--- src/sv/itmsd_pkg.sv ---
`default_nettype none

package itmsd_pkg;

    // Record kinds on the result channel
    localparam logic [2:0] REC_STATUS = 3'd0;
    localparam logic [2:0] REC_TIP    = 3'd1;
    localparam logic [2:0] REC_HIST   = 3'd2;
    localparam logic [2:0] REC_MOVE   = 3'd3;
    localparam logic [2:0] REC_STOP   = 3'd4;

    // Input kinds
    localparam logic KIND_MEAS  = 1'b0;
    localparam logic KIND_CLEAR = 1'b1;

    // Configuration register indexes
    localparam logic [2:0] CFG_TIP_MIN   = 3'd0;
    localparam logic [2:0] CFG_TIP_ANGLE = 3'd1;
    localparam logic [2:0] CFG_MOVE_MIN  = 3'd2;
    localparam logic [2:0] CFG_MOVE_THR  = 3'd3;
    localparam logic [2:0] CFG_STOP_MIN  = 3'd4;
    localparam logic [2:0] CFG_STOP_THR  = 3'd5;

    localparam int CFG_IDX_W  = 3;
    localparam int CFG_DATA_W = 16;

    // Angle limits in hundredths of a degree
    localparam logic [16:0]        TIP_ROLL_LIMIT = 17'd9000;
    localparam logic signed [17:0] HALF_TURN      = 18'sd18000;

    localparam logic [15:0] COUNT_MAX = 16'hFFFF;

    typedef struct packed {
        logic               kind;
        logic signed [15:0] roll;
        logic signed [15:0] pitch;
        logic signed [15:0] accel_x;
        logic signed [15:0] accel_z;
        logic [31:0]        sample_time;
    } t_sample;

    typedef struct packed {
        logic [2:0]         record_kind;
        logic               tipped;
        logic               moving;
        logic               tip_side;
        logic [31:0]        start_time;
        logic signed [15:0] hist_roll;
        logic signed [15:0] hist_pitch;
        logic signed [15:0] hist_accel_x;
        logic signed [15:0] hist_accel_z;
        logic [31:0]        hist_time;
        logic               last_of_run;
    } t_record;

    // One ring entry
    typedef struct packed {
        logic signed [15:0] roll;
        logic signed [15:0] pitch;
        logic signed [15:0] accel_x;
        logic signed [15:0] accel_z;
        logic [31:0]        sample_time;
    } t_hist;

    // Work handed from the front to the back for one input
    typedef struct packed {
        logic        clear_only;
        logic        tip_ev;
        logic        tip_side;
        logic [31:0] tip_time;
        logic        move_ev;
        logic [31:0] move_time;
        logic        stop_ev;
        logic [31:0] stop_time;
        logic        tipped;
        logic        moving;
    } t_job;

endpackage

`default_nettype wire

--- src/sv/itmsd_ifs.sv ---
`default_nettype none

interface itmsd_smp_if;
    logic               valid;
    logic               ready;
    itmsd_pkg::t_sample data;

    modport src (output valid, output data, input ready);
    modport snk (input valid, input data, output ready);
endinterface

interface itmsd_rec_if;
    logic               valid;
    logic               ready;
    itmsd_pkg::t_record data;

    modport src (output valid, output data, input ready);
    modport snk (input valid, input data, output ready);
endinterface

`default_nettype wire

--- src/sv/itmsd_front.sv ---
`default_nettype none

module itmsd_front #(
    parameter int HISTORY_DEPTH = 16,
    parameter int PW = 4,
    parameter int FW = 5
) (
    input  wire logic                                i_clk,
    input  wire logic                                i_rst_n,
    input  wire logic                                i_cfg_we,
    input  wire logic [itmsd_pkg::CFG_IDX_W-1:0]     i_cfg_idx,
    input  wire logic [itmsd_pkg::CFG_DATA_W-1:0]    i_cfg_data,
    input  wire logic                                i_valid,
    input  wire itmsd_pkg::t_sample                  i_data,
    output logic                                     o_ready,
    input  wire logic                                i_q_full,
    input  wire logic                                i_hist_done,
    output logic                                     o_push,
    output itmsd_pkg::t_job                          o_job,
    output logic                                     o_wr_en,
    output logic [PW-1:0]                            o_wr_addr,
    output itmsd_pkg::t_hist                         o_wr_data,
    output logic [PW-1:0]                            o_oldest
);

    logic [15:0] r_tip_min, r_move_min, r_stop_min;
    logic [14:0] r_tip_thr, r_move_thr, r_stop_thr;

    logic [FW-1:0] r_fill, n_fill;
    logic [PW-1:0] r_wr_ptr, n_wr_ptr;
    logic [15:0]   r_tip_cnt, n_tip_cnt, r_move_cnt, n_move_cnt, r_stop_cnt, n_stop_cnt;
    logic [31:0]   r_tip_t, n_tip_t, r_move_t, n_move_t, r_stop_t, n_stop_t;
    logic          r_tipped, n_tipped, r_moving, n_moving;
    logic          r_lock;

    logic              accept, meas;
    logic signed [16:0] roll_x, pitch_x, az_x;
    logic [16:0]       roll_abs, pitch_abs;
    logic              tip_q, move_q, stop_q;
    logic              tip_ev, move_ev, stop_ev;

    // Hold intake while the job queue is full or a history dump still has to read the ring
    assign o_ready = !i_q_full && !r_lock;
    assign accept  = i_valid && o_ready;
    assign meas    = (i_data.kind == itmsd_pkg::KIND_MEAS);

    always_comb begin
        roll_x    = 17'(i_data.roll);
        pitch_x   = 17'(i_data.pitch);
        az_x      = 17'(i_data.accel_z);
        roll_abs  = roll_x[16] ? 17'(-roll_x) : 17'(roll_x);
        pitch_abs = pitch_x[16] ? 17'(-pitch_x) : 17'(pitch_x);

        if (roll_abs > itmsd_pkg::TIP_ROLL_LIMIT) begin
            tip_q = pitch_abs < {2'b00, r_tip_thr};
        end else begin
            tip_q = $signed({1'b0, pitch_abs})
                  > (itmsd_pkg::HALF_TURN - $signed({3'b000, r_tip_thr}));
        end
        move_q = az_x > $signed({2'b00, r_move_thr});
        stop_q = az_x < -$signed({2'b00, r_stop_thr});
    end

    always_comb begin
        n_fill     = r_fill;
        n_wr_ptr   = r_wr_ptr;
        n_tip_cnt  = r_tip_cnt;
        n_move_cnt = r_move_cnt;
        n_stop_cnt = r_stop_cnt;
        n_tip_t    = r_tip_t;
        n_move_t   = r_move_t;
        n_stop_t   = r_stop_t;
        n_tipped   = r_tipped;
        n_moving   = r_moving;
        tip_ev     = 1'b0;
        move_ev    = 1'b0;
        stop_ev    = 1'b0;

        if (!meas) begin
            n_fill   = '0;
            n_wr_ptr = '0;
        end else begin
            n_fill   = (r_fill == FW'(HISTORY_DEPTH)) ? r_fill : r_fill + 1'b1;
            n_wr_ptr = (r_wr_ptr == PW'(HISTORY_DEPTH - 1)) ? '0 : r_wr_ptr + 1'b1;

            if (tip_q) begin
                if (r_tip_cnt == '0) n_tip_t = i_data.sample_time;
                if (r_tip_cnt != itmsd_pkg::COUNT_MAX) n_tip_cnt = r_tip_cnt + 1'b1;
            end else begin
                n_tip_cnt = '0;
            end
            if (move_q) begin
                if (r_move_cnt == '0) n_move_t = i_data.sample_time;
                if (r_move_cnt != itmsd_pkg::COUNT_MAX) n_move_cnt = r_move_cnt + 1'b1;
            end else begin
                n_move_cnt = '0;
            end
            if (stop_q) begin
                if (r_stop_cnt == '0) n_stop_t = i_data.sample_time;
                if (r_stop_cnt != itmsd_pkg::COUNT_MAX) n_stop_cnt = r_stop_cnt + 1'b1;
            end else begin
                n_stop_cnt = '0;
            end

            tip_ev   = (n_tip_cnt >= r_tip_min) && (n_fill == FW'(HISTORY_DEPTH));
            move_ev  = n_move_cnt >= r_move_min;
            stop_ev  = n_stop_cnt >= r_stop_min;
            n_tipped = tip_ev;
            n_moving = move_ev && !stop_ev;
        end
    end

    always_comb begin
        o_job.clear_only = !meas;
        o_job.tip_ev     = tip_ev;
        o_job.tip_side   = i_data.accel_x[15] || (i_data.accel_x == '0);
        o_job.tip_time   = n_tip_t;
        o_job.move_ev    = move_ev;
        o_job.move_time  = n_move_t;
        o_job.stop_ev    = stop_ev;
        o_job.stop_time  = n_stop_t;
        o_job.tipped     = n_tipped;
        o_job.moving     = n_moving;
    end

    assign o_push    = accept;
    assign o_wr_en   = accept && meas;
    assign o_wr_addr = r_wr_ptr;
    assign o_wr_data = '{roll: i_data.roll, pitch: i_data.pitch, accel_x: i_data.accel_x,
                         accel_z: i_data.accel_z, sample_time: i_data.sample_time};
    // Stable while locked, so it marks the oldest entry of a pending dump
    assign o_oldest  = r_wr_ptr;

    always_ff @(posedge i_clk) begin
        if (!i_rst_n) begin
            r_tip_min  <= 16'd1;
            r_tip_thr  <= 15'd4500;
            r_move_min <= 16'd1;
            r_move_thr <= '0;
            r_stop_min <= 16'd1;
            r_stop_thr <= '0;
        end else if (i_cfg_we) begin
            case (i_cfg_idx)
                itmsd_pkg::CFG_TIP_MIN:   r_tip_min  <= i_cfg_data;
                itmsd_pkg::CFG_TIP_ANGLE: r_tip_thr  <= i_cfg_data[14:0];
                itmsd_pkg::CFG_MOVE_MIN:  r_move_min <= i_cfg_data;
                itmsd_pkg::CFG_MOVE_THR:  r_move_thr <= i_cfg_data[14:0];
                itmsd_pkg::CFG_STOP_MIN:  r_stop_min <= i_cfg_data;
                itmsd_pkg::CFG_STOP_THR:  r_stop_thr <= i_cfg_data[14:0];
                default: ;
            endcase
        end
    end

    always_ff @(posedge i_clk) begin
        if (!i_rst_n) begin
            r_fill     <= '0;
            r_wr_ptr   <= '0;
            r_tip_cnt  <= '0;
            r_move_cnt <= '0;
            r_stop_cnt <= '0;
            r_tip_t    <= '0;
            r_move_t   <= '0;
            r_stop_t   <= '0;
            r_tipped   <= 1'b0;
            r_moving   <= 1'b0;
            r_lock     <= 1'b0;
        end else begin
            if (accept) begin
                r_fill     <= n_fill;
                r_wr_ptr   <= n_wr_ptr;
                r_tip_cnt  <= n_tip_cnt;
                r_move_cnt <= n_move_cnt;
                r_stop_cnt <= n_stop_cnt;
                r_tip_t    <= n_tip_t;
                r_move_t   <= n_move_t;
                r_stop_t   <= n_stop_t;
                r_tipped   <= n_tipped;
                r_moving   <= n_moving;
            end
            if (accept && tip_ev) begin
                r_lock <= 1'b1;
            end else if (i_hist_done) begin
                r_lock <= 1'b0;
            end
        end
    end

endmodule

`default_nettype wire

--- src/sv/itmsd_job_fifo.sv ---
`default_nettype none

module itmsd_job_fifo (
    input  wire logic            i_clk,
    input  wire logic            i_rst_n,
    input  wire logic            i_push,
    input  wire itmsd_pkg::t_job i_job,
    output logic                 o_full,
    input  wire logic            i_pop,
    output logic                 o_empty,
    output itmsd_pkg::t_job      o_job
);

    itmsd_pkg::t_job r_mem [2];
    logic            r_wp, r_rp;
    logic [1:0]      r_cnt;

    assign o_full  = (r_cnt == 2'd2);
    assign o_empty = (r_cnt == 2'd0);
    assign o_job   = r_mem[r_rp];

    always_ff @(posedge i_clk) begin
        if (i_push) r_mem[r_wp] <= i_job;
    end

    always_ff @(posedge i_clk) begin
        if (!i_rst_n) begin
            r_wp  <= 1'b0;
            r_rp  <= 1'b0;
            r_cnt <= '0;
        end else begin
            if (i_push) r_wp <= !r_wp;
            if (i_pop)  r_rp <= !r_rp;
            case ({i_push, i_pop})
                2'b10:   r_cnt <= r_cnt + 1'b1;
                2'b01:   r_cnt <= r_cnt - 1'b1;
                default: r_cnt <= r_cnt;
            endcase
        end
    end

endmodule

`default_nettype wire

--- src/sv/itmsd_back.sv ---
`default_nettype none

module itmsd_back #(
    parameter int HISTORY_DEPTH = 16,
    parameter int PW = 4,
    parameter int FW = 5
) (
    input  wire logic              i_clk,
    input  wire logic              i_rst_n,
    input  wire logic              i_wr_en,
    input  wire logic [PW-1:0]     i_wr_addr,
    input  wire itmsd_pkg::t_hist  i_wr_data,
    input  wire logic [PW-1:0]     i_oldest,
    input  wire logic              i_q_empty,
    input  wire itmsd_pkg::t_job   i_job,
    output logic                   o_pop,
    output logic                   o_hist_done,
    output logic                   o_valid,
    output itmsd_pkg::t_record     o_data,
    input  wire logic              i_ready
);

    localparam logic [2:0] S_IDLE = 3'd0;
    localparam logic [2:0] S_TIP  = 3'd1;
    localparam logic [2:0] S_HRD  = 3'd2;
    localparam logic [2:0] S_HOUT = 3'd3;
    localparam logic [2:0] S_MOVE = 3'd4;
    localparam logic [2:0] S_STOP = 3'd5;
    localparam logic [2:0] S_STAT = 3'd6;

    itmsd_pkg::t_hist   r_ring [HISTORY_DEPTH];
    itmsd_pkg::t_hist   r_rd_q;
    itmsd_pkg::t_job    r_job;
    itmsd_pkg::t_record r_out, n_rec;
    logic               r_out_valid;
    logic [2:0]         r_state, n_state;
    logic [PW-1:0]      r_rd_ptr;
    logic [FW-1:0]      r_idx;
    logic               slot_free, load, rd_en;
    logic [2:0]         after_hist;

    assign slot_free = !r_out_valid || i_ready;
    assign o_valid   = r_out_valid;
    assign o_data    = r_out;

    always_comb begin
        if (r_job.move_ev)      after_hist = S_MOVE;
        else if (r_job.stop_ev) after_hist = S_STOP;
        else                    after_hist = S_STAT;
    end

    always_comb begin
        n_state     = r_state;
        load        = 1'b0;
        rd_en       = 1'b0;
        o_pop       = 1'b0;
        o_hist_done = 1'b0;
        n_rec       = '0;
        n_rec.tipped = r_job.tipped;
        n_rec.moving = r_job.moving;

        case (r_state)
            S_IDLE: begin
                if (!i_q_empty) begin
                    o_pop = 1'b1;
                    if (i_job.clear_only)   n_state = S_STAT;
                    else if (i_job.tip_ev)  n_state = S_TIP;
                    else if (i_job.move_ev) n_state = S_MOVE;
                    else if (i_job.stop_ev) n_state = S_STOP;
                    else                    n_state = S_STAT;
                end
            end
            S_TIP: begin
                n_rec.record_kind = itmsd_pkg::REC_TIP;
                n_rec.tip_side    = r_job.tip_side;
                n_rec.start_time  = r_job.tip_time;
                if (slot_free) begin
                    load    = 1'b1;
                    n_state = S_HRD;
                end
            end
            S_HRD: begin
                rd_en   = 1'b1;
                n_state = S_HOUT;
            end
            S_HOUT: begin
                n_rec.record_kind  = itmsd_pkg::REC_HIST;
                n_rec.hist_roll    = r_rd_q.roll;
                n_rec.hist_pitch   = r_rd_q.pitch;
                n_rec.hist_accel_x = r_rd_q.accel_x;
                n_rec.hist_accel_z = r_rd_q.accel_z;
                n_rec.hist_time    = r_rd_q.sample_time;
                if (slot_free) begin
                    load = 1'b1;
                    if (r_idx == FW'(HISTORY_DEPTH - 1)) begin
                        o_hist_done = 1'b1;
                        n_state     = after_hist;
                    end else begin
                        n_state = S_HRD;
                    end
                end
            end
            S_MOVE: begin
                n_rec.record_kind = itmsd_pkg::REC_MOVE;
                n_rec.start_time  = r_job.move_time;
                if (slot_free) begin
                    load    = 1'b1;
                    n_state = r_job.stop_ev ? S_STOP : S_STAT;
                end
            end
            S_STOP: begin
                n_rec.record_kind = itmsd_pkg::REC_STOP;
                n_rec.start_time  = r_job.stop_time;
                if (slot_free) begin
                    load    = 1'b1;
                    n_state = S_STAT;
                end
            end
            S_STAT: begin
                n_rec.record_kind = itmsd_pkg::REC_STATUS;
                n_rec.last_of_run = 1'b1;
                if (slot_free) begin
                    load    = 1'b1;
                    n_state = S_IDLE;
                end
            end
            default: n_state = S_IDLE;
        endcase
    end

    // History ring: one write port from the front, one registered read port
    always_ff @(posedge i_clk) begin
        if (i_wr_en) r_ring[i_wr_addr] <= i_wr_data;
        if (rd_en)   r_rd_q <= r_ring[r_rd_ptr];
    end

    always_ff @(posedge i_clk) begin
        if (o_pop) r_job <= i_job;
        if (load)  r_out <= n_rec;
        if (r_state == S_TIP) begin
            r_rd_ptr <= i_oldest;
            r_idx    <= '0;
        end else if (r_state == S_HOUT && load) begin
            r_rd_ptr <= (r_rd_ptr == PW'(HISTORY_DEPTH - 1)) ? '0 : r_rd_ptr + 1'b1;
            r_idx    <= r_idx + 1'b1;
        end
    end

    always_ff @(posedge i_clk) begin
        if (!i_rst_n) begin
            r_state     <= S_IDLE;
            r_out_valid <= 1'b0;
        end else begin
            r_state <= n_state;
            if (load)         r_out_valid <= 1'b1;
            else if (i_ready) r_out_valid <= 1'b0;
        end
    end

endmodule

`default_nettype wire

--- src/sv/imu_tip_motion_stop_detector_top.sv ---
// IMU tip, motion and stop detector.
// i_smp carries one transaction per input: a measurement (roll, pitch, x and z
// acceleration, timestamp) or a request to clear the history ring. o_rec
// carries the result records; the status record, flagged by last_of_run,
// always closes the records of one input. Both use valid/ready.
// The front takes one transaction per cycle into a two-entry job queue while
// the queue has room; it holds intake from the transaction that raises a
// tipping event until its history dump has read the whole ring.
// The back turns a job into records through an output register; for a tipping
// event every history entry costs one ring read and one output load.
// A job passes the job queue and the back's idle state before its first
// record is loaded into the output register.
// When the receiver stalls, the output register holds its record, the back
// waits, the queue fills and then i_smp.ready drops; nothing is dropped.
// Reset (synchronous, active low) restores register defaults, empties the
// ring, clears counters and flags; the ring contents need no clearing pass.
// Configuration writes on i_cfg_* take effect at once and belong in idle time.
`default_nettype none

module imu_tip_motion_stop_detector_top #(
    parameter int HISTORY_DEPTH = 16
) (
    input  wire logic                             i_clk,
    input  wire logic                             i_rst_n,
    input  wire logic                             i_cfg_we,
    input  wire logic [itmsd_pkg::CFG_IDX_W-1:0]  i_cfg_idx,
    input  wire logic [itmsd_pkg::CFG_DATA_W-1:0] i_cfg_data,
    itmsd_smp_if.snk                              i_smp,
    itmsd_rec_if.src                              o_rec
);

    // Ring pointer and fill count widths
    localparam int PW = (HISTORY_DEPTH > 1) ? $clog2(HISTORY_DEPTH) : 1;
    localparam int FW = $clog2(HISTORY_DEPTH + 1);

    logic              q_full, q_empty, push, pop, hist_done, wr_en;
    logic [PW-1:0]     wr_addr, oldest;
    itmsd_pkg::t_hist  wr_data;
    itmsd_pkg::t_job   job_in, job_out;
    logic              front_ready, back_valid;
    itmsd_pkg::t_record back_data;

    // Classify each transaction and update the detectors
    itmsd_front #(
        .HISTORY_DEPTH (HISTORY_DEPTH),
        .PW            (PW),
        .FW            (FW)
    ) u_front (
        .i_clk       (i_clk),
        .i_rst_n     (i_rst_n),
        .i_cfg_we    (i_cfg_we),
        .i_cfg_idx   (i_cfg_idx),
        .i_cfg_data  (i_cfg_data),
        .i_valid     (i_smp.valid),
        .i_data      (i_smp.data),
        .o_ready     (front_ready),
        .i_q_full    (q_full),
        .i_hist_done (hist_done),
        .o_push      (push),
        .o_job       (job_in),
        .o_wr_en     (wr_en),
        .o_wr_addr   (wr_addr),
        .o_wr_data   (wr_data),
        .o_oldest    (oldest)
    );

    assign i_smp.ready = front_ready;

    // Decouple classification from record output
    itmsd_job_fifo u_fifo (
        .i_clk   (i_clk),
        .i_rst_n (i_rst_n),
        .i_push  (push),
        .i_job   (job_in),
        .o_full  (q_full),
        .i_pop   (pop),
        .o_empty (q_empty),
        .o_job   (job_out)
    );

    // Emit records, including the history dump from the ring
    itmsd_back #(
        .HISTORY_DEPTH (HISTORY_DEPTH),
        .PW            (PW),
        .FW            (FW)
    ) u_back (
        .i_clk       (i_clk),
        .i_rst_n     (i_rst_n),
        .i_wr_en     (wr_en),
        .i_wr_addr   (wr_addr),
        .i_wr_data   (wr_data),
        .i_oldest    (oldest),
        .i_q_empty   (q_empty),
        .i_job       (job_out),
        .o_pop       (pop),
        .o_hist_done (hist_done),
        .o_valid     (back_valid),
        .o_data      (back_data),
        .i_ready     (o_rec.ready)
    );

    assign o_rec.valid = back_valid;
    assign o_rec.data  = back_data;

endmodule

`default_nettype wire
--- src/flat_wrapper.sv ---
// flat-port wrapper written by rule: the top's interface ports become plain ports
module imu_tip_motion_stop_detector_top_flat 
#(
    parameter int HISTORY_DEPTH = 16
)
  (i_clk, i_rst_n, i_cfg_we, i_cfg_idx, i_cfg_data, i_smp_valid, i_smp_data, i_smp_ready, o_rec_valid, o_rec_data, o_rec_ready);
  itmsd_smp_if i_smp_i ();
  itmsd_rec_if o_rec_i ();
  input  wire logic i_clk;
  input  wire logic i_rst_n;
  input  wire logic i_cfg_we;
  input  wire logic [itmsd_pkg::CFG_IDX_W-1:0] i_cfg_idx;
  input  wire logic [itmsd_pkg::CFG_DATA_W-1:0] i_cfg_data;
  input wire logic [$bits(i_smp_i.valid)-1:0] i_smp_valid;
  input wire logic [$bits(i_smp_i.data)-1:0] i_smp_data;
  output wire logic [$bits(i_smp_i.ready)-1:0] i_smp_ready;
  output wire logic [$bits(o_rec_i.valid)-1:0] o_rec_valid;
  output wire logic [$bits(o_rec_i.data)-1:0] o_rec_data;
  input wire logic [$bits(o_rec_i.ready)-1:0] o_rec_ready;
  assign i_smp_i.valid = i_smp_valid;
  assign i_smp_i.data = i_smp_data;
  assign i_smp_ready = i_smp_i.ready;
  assign o_rec_valid = o_rec_i.valid;
  assign o_rec_data = o_rec_i.data;
  assign o_rec_i.ready = o_rec_ready;
  imu_tip_motion_stop_detector_top #(.HISTORY_DEPTH(HISTORY_DEPTH)) u_core (.i_clk(i_clk), .i_rst_n(i_rst_n), .i_cfg_we(i_cfg_we), .i_cfg_idx(i_cfg_idx), .i_cfg_data(i_cfg_data), .i_smp(i_smp_i), .o_rec(o_rec_i));
endmodule
--- config.mk ---
export PLATFORM = sky130hd
export DESIGN_NAME = imu_tip_motion_stop_detector_top_flat
export DESIGN_NICKNAME = d
export VERILOG_FILES = /design/src/sv/itmsd_pkg.sv /design/src/sv/itmsd_ifs.sv /design/src/sv/itmsd_front.sv /design/src/sv/itmsd_job_fifo.sv /design/src/sv/itmsd_back.sv /design/src/sv/imu_tip_motion_stop_detector_top.sv /design/src/flat_wrapper.sv
export SDC_FILE = /design/constraint.sdc
export NUM_CORES = 2
export LEC_CHECK = 0
export ABC_AREA = 1
export BUFFER_PORTS_ARGS = -buffer_cell sky130_fd_sc_hd__buf_2
export CAP_MARGIN = 5
export CORE_UTILIZATION = 45
export DETAILED_ROUTE_END_ITERATION = 8
export PLACE_DENSITY = 0.6
export SLEW_MARGIN = 20
export SYNTH_ARGS = -nofsm -noshare
export SYNTH_HDL_FRONTEND = slang
export SYNTH_SLANG_ARGS = --single-unit
--- constraint.sdc ---
create_clock -name i_clk -period 22.2 [get_ports i_clk]
set_input_delay 2.22 -clock i_clk [delete_from_list [all_inputs] [get_ports i_clk]]
set_output_delay 2.22 -clock i_clk [all_outputs]
set_load 0.05 [all_outputs]
==> flow_metrics.py <==
metrics = {
    "floorplanning": {
        "start_util_pct": 45.4,
        "die_w_um": 466,
        "die_area_um2": 217000,
        "die_h_um": 466,
        "std_cell_rows": 169,
        "core_um2": 213000,
        "ios": 258,
    },
    "critical_path": {
        "reg2reg_slack_ps": 16670,
        "end_kind": "register",
        "critPathSlowestCell": "o21ai_0",
        "cpPeakStageDelay_ps": 390,
        "cp.arrival_ps": 7410,
        "critPathMaxFanout": 34,
        "crit_required_ps": 22990,
        "criticalPathCategory": "input port to register",
        "startpoint_type": "input port",
        "crit_top_cell": "inv_1",
    },
    "placement": {
        "dp_slack_ps": 14710,
        "gp_congestion": 0.825,
        "dpl.hpwl_um": 129000,
        "placed_cell_area_um2": 101000,
        "portBuffers": 257,
    },
    "global_routing": {
        "grt_max_degree": 196,
        "grt_pass1_vias": 57758,
        "grt_pass1_wl_um": 362000,
        "antenna_found_initial": 33,
        "grt_usage_pct": 22.2,
        "grt_overflow": 0,
    },
    "final_layout": {
        "design_area_um2": 108000,
        "fin_util_pct": 50.9,
        "fillers": 18048,
        "syn_to_final_growth_pct": 12.0,
        "final_nets": 8047,
        "drive_gt1_share_pct": 10.9,
    },
    "sta": {
        "fin_crit_ps": 6620,
        "fin_tns_setup_ps": 0,
        "hold_viol_final": 0,
        "relSlewSlack_pct": 21.8,
        "rsz0062_at_grt": "false",
        "fmax_mhz": 151,
        "clock_skew_ps": 64.4,
        "setup_viol": 0,
        "worst_slack_ps": 15580,
        "drv_slew": 0,
        "post-route-period-util_pct": 29.8,
        "worstMarginPinSlew_ps": 1170,
    },
    "detailed_routing": {
        "antenna_left": 0,
        "drc": 0,
        "drt_iter0_markers": 5516,
        "wl_um": 244000,
        "vias": 59802,
        "via_per_inst": 5.52,
        "wire_per_inst_um": 22.6,
        "first_pass_iters": 6,
    },
    "status": {
        "status": "completed",
    },
    "clocking": {
        "cts_setup_buffers": 0,
        "clk_pin_slew_worst_paths_ps": 60,
        "clock_latency_ps": 890,
        "cts.sink_count": 2341,
        "cts-resized-gates": 0,
        "ctsLongestPathBuffers": 3,
        "htree_levels": 4,
        "hold_buffers": 0,
        "cts_made_buffers": 235,
        "cts_tree": "built",
        "cts-root-buf": "clkbuf_16",
    },
    "logic_synthesis": {
        "ys_seq_area_share_pct": 69.9,
        "yosysWarningCount": 0,
        "synthCells": 7640,
        "yosys.area.top_type": "edfxtp_1",
        "synthTopCellsByArea": "edfxtp_1 (65%), dfxtp_1 (5.4%), mux2i_1 (4.0%), o21ai_0 (3.4%), inv_1 (3.4%)",
        "ys.flop_type": "edfxtp_1",
        "yosys.cell_count.top_type": "edfxtp_1",
        "yosysTopAreaCellShare_pct": 64.5,
        "syn-num-nets": 7890,
        "synth_common_cells": "edfxtp_1 (2,078), inv_1 (882), nand2_1 (717)",
        "synth-seq-cells": 2341,
        "syn_avg_cell_area_um2": 12.7,
        "synth_area_um2": 96700,
        "synth_edf_count": 2078,
        "async_flop_share_pct": 0,
        "synth.lib_cells_used.distinct": 50,
    },
    "power": {
        "leakagePower_uw": 0.0405,
        "peakVddDrop_v": 0.0000912,
        "cellPowerDensity_nw_per_um2": 111,
    },
    "run": {
        "drv_cap": 0,
    },
    "hold_path": {
        "hold_path.class": "register to register",
    },
}
[worst max-delay path: cells and delay by family]
kind | cells | cell delay, ps
compound gates | 4 | 1060
xor+xnor | 1 | 210
fa+ha+maj | 3 | 730
buf+inv | 8 | 800
simple gates | 16 | 2280
[final cells by class]
type | instances | area [µm²] | area share, %
timing repair buffer | 346 | 2040 | 1.88
inverter | 889 | 3360 | 3.10
clock buffer | 296 | 6220 | 5.75
antenna | 10 | 25.0 | 0.0231
clock inverter | 143 | 1230 | 1.14
multi-input combinational | 3984 | 24300 | 22.4
sequential | 2341 | 67700 | 62.5
tap | 2821 | 3530 | 3.26
[registers in the layout (all words and copies together), names as in the netlist, 32 cells and up, named ones only]
signal,flops
u_core.u_front.r_stop_t,32
u_core.u_front.r_tip_t,32
u_core.u_fifo.r_mem,206
u_core.u_back.r_ring,1536
u_core.u_front.r_move_t,32
u_core.u_back.o_data,135
u_core.u_back.r_rd_q,96
u_core.u_back.r_job,99
[worst paths after layout]
check                                               to  depth (start not counted)                                 startpoint
setup / recovery  u_core.u_front.r_tipped$_SDFFE_PN0P_                         32                             i_smp_data[65]
hold / removal                                register                          1            u_core.u_fifo.r_rp$_SDFFE_PN0P_
setup reg to reg  u_core.u_fifo.r_mem[1][15]$_DFFE_PP_                         21  u_core.u_front.r_stop_thr[0]$_SDFFE_PN0P_
hold reg to reg                               register                          1            u_core.u_fifo.r_rp$_SDFFE_PN0P_
[through the flow]
| stage | cells | total power (µW) | hold slack (ps) |
|---|---|---|---|
| 3_5_place_dp | 10381 | 8280 | 446 |
| 2_1_floorplan | 7640 | 7500 | 400 |
| 5_1_grt | 10822 | 12600 | 470 |
| 3_3_place_gp | 10381 | 8240 | 427 |
| 4_1_cts | 10820 | 12100 | 452 |
| 6_report | 10830 | 12000 | 449 |
[cells by family after synthesis]
family | Yosys count | synth area share (%)
buffers and inverters | 1315 | 5.20
and+or+nand+nor | 1520 | 6.86
DFF | 2341 | 69.9
xor gates and xnor gates | 62 | 0.561
muxes | 486 | 5.16
adders and majority gates | 129 | 1.67
AOI/OAI and AO/OA | 1787 | 10.6
[routing by layer]
layer / vias up / wire length [µm] / GRT usage, %
met3: 380 / 17200 / 4.48
li1: 27840 / - / -
met2: 1864 / 113000 / 35.5
met1: 29698 / 108000 / 30.9
met5: - / 111 / 0
met4: 20 / 6100 / 6.25
[placed cells by master (no fill, tap or decap), drive strengths merged, types with 100 or more instances in the layout]
cell type | synthesis | routed
dfxtp | 263 | 263
o211ai | 392 | 392
inv | 888 | 896
buf | 98 | 346
nor2 | 240 | 240
mux2i | 386 | 386
edfxtp | 2078 | 2078
clkinv | 1 | 109
nand3 | 400 | 400
a21oi | 605 | 605
o21a | 100 | 100
o21ai | 665 | 665
mux2 | 100 | 100
clkbuf | 328 | 296
nand2 | 760 | 760
ha | 129 | 129
[where the power goes]
group          total (µW)  switching, µW  internal [µW]
Combinational        2640           1900            739
Clock                3850           1670           2180
Sequential           5550            173           5370
Power figures use the tool's default switching activity.
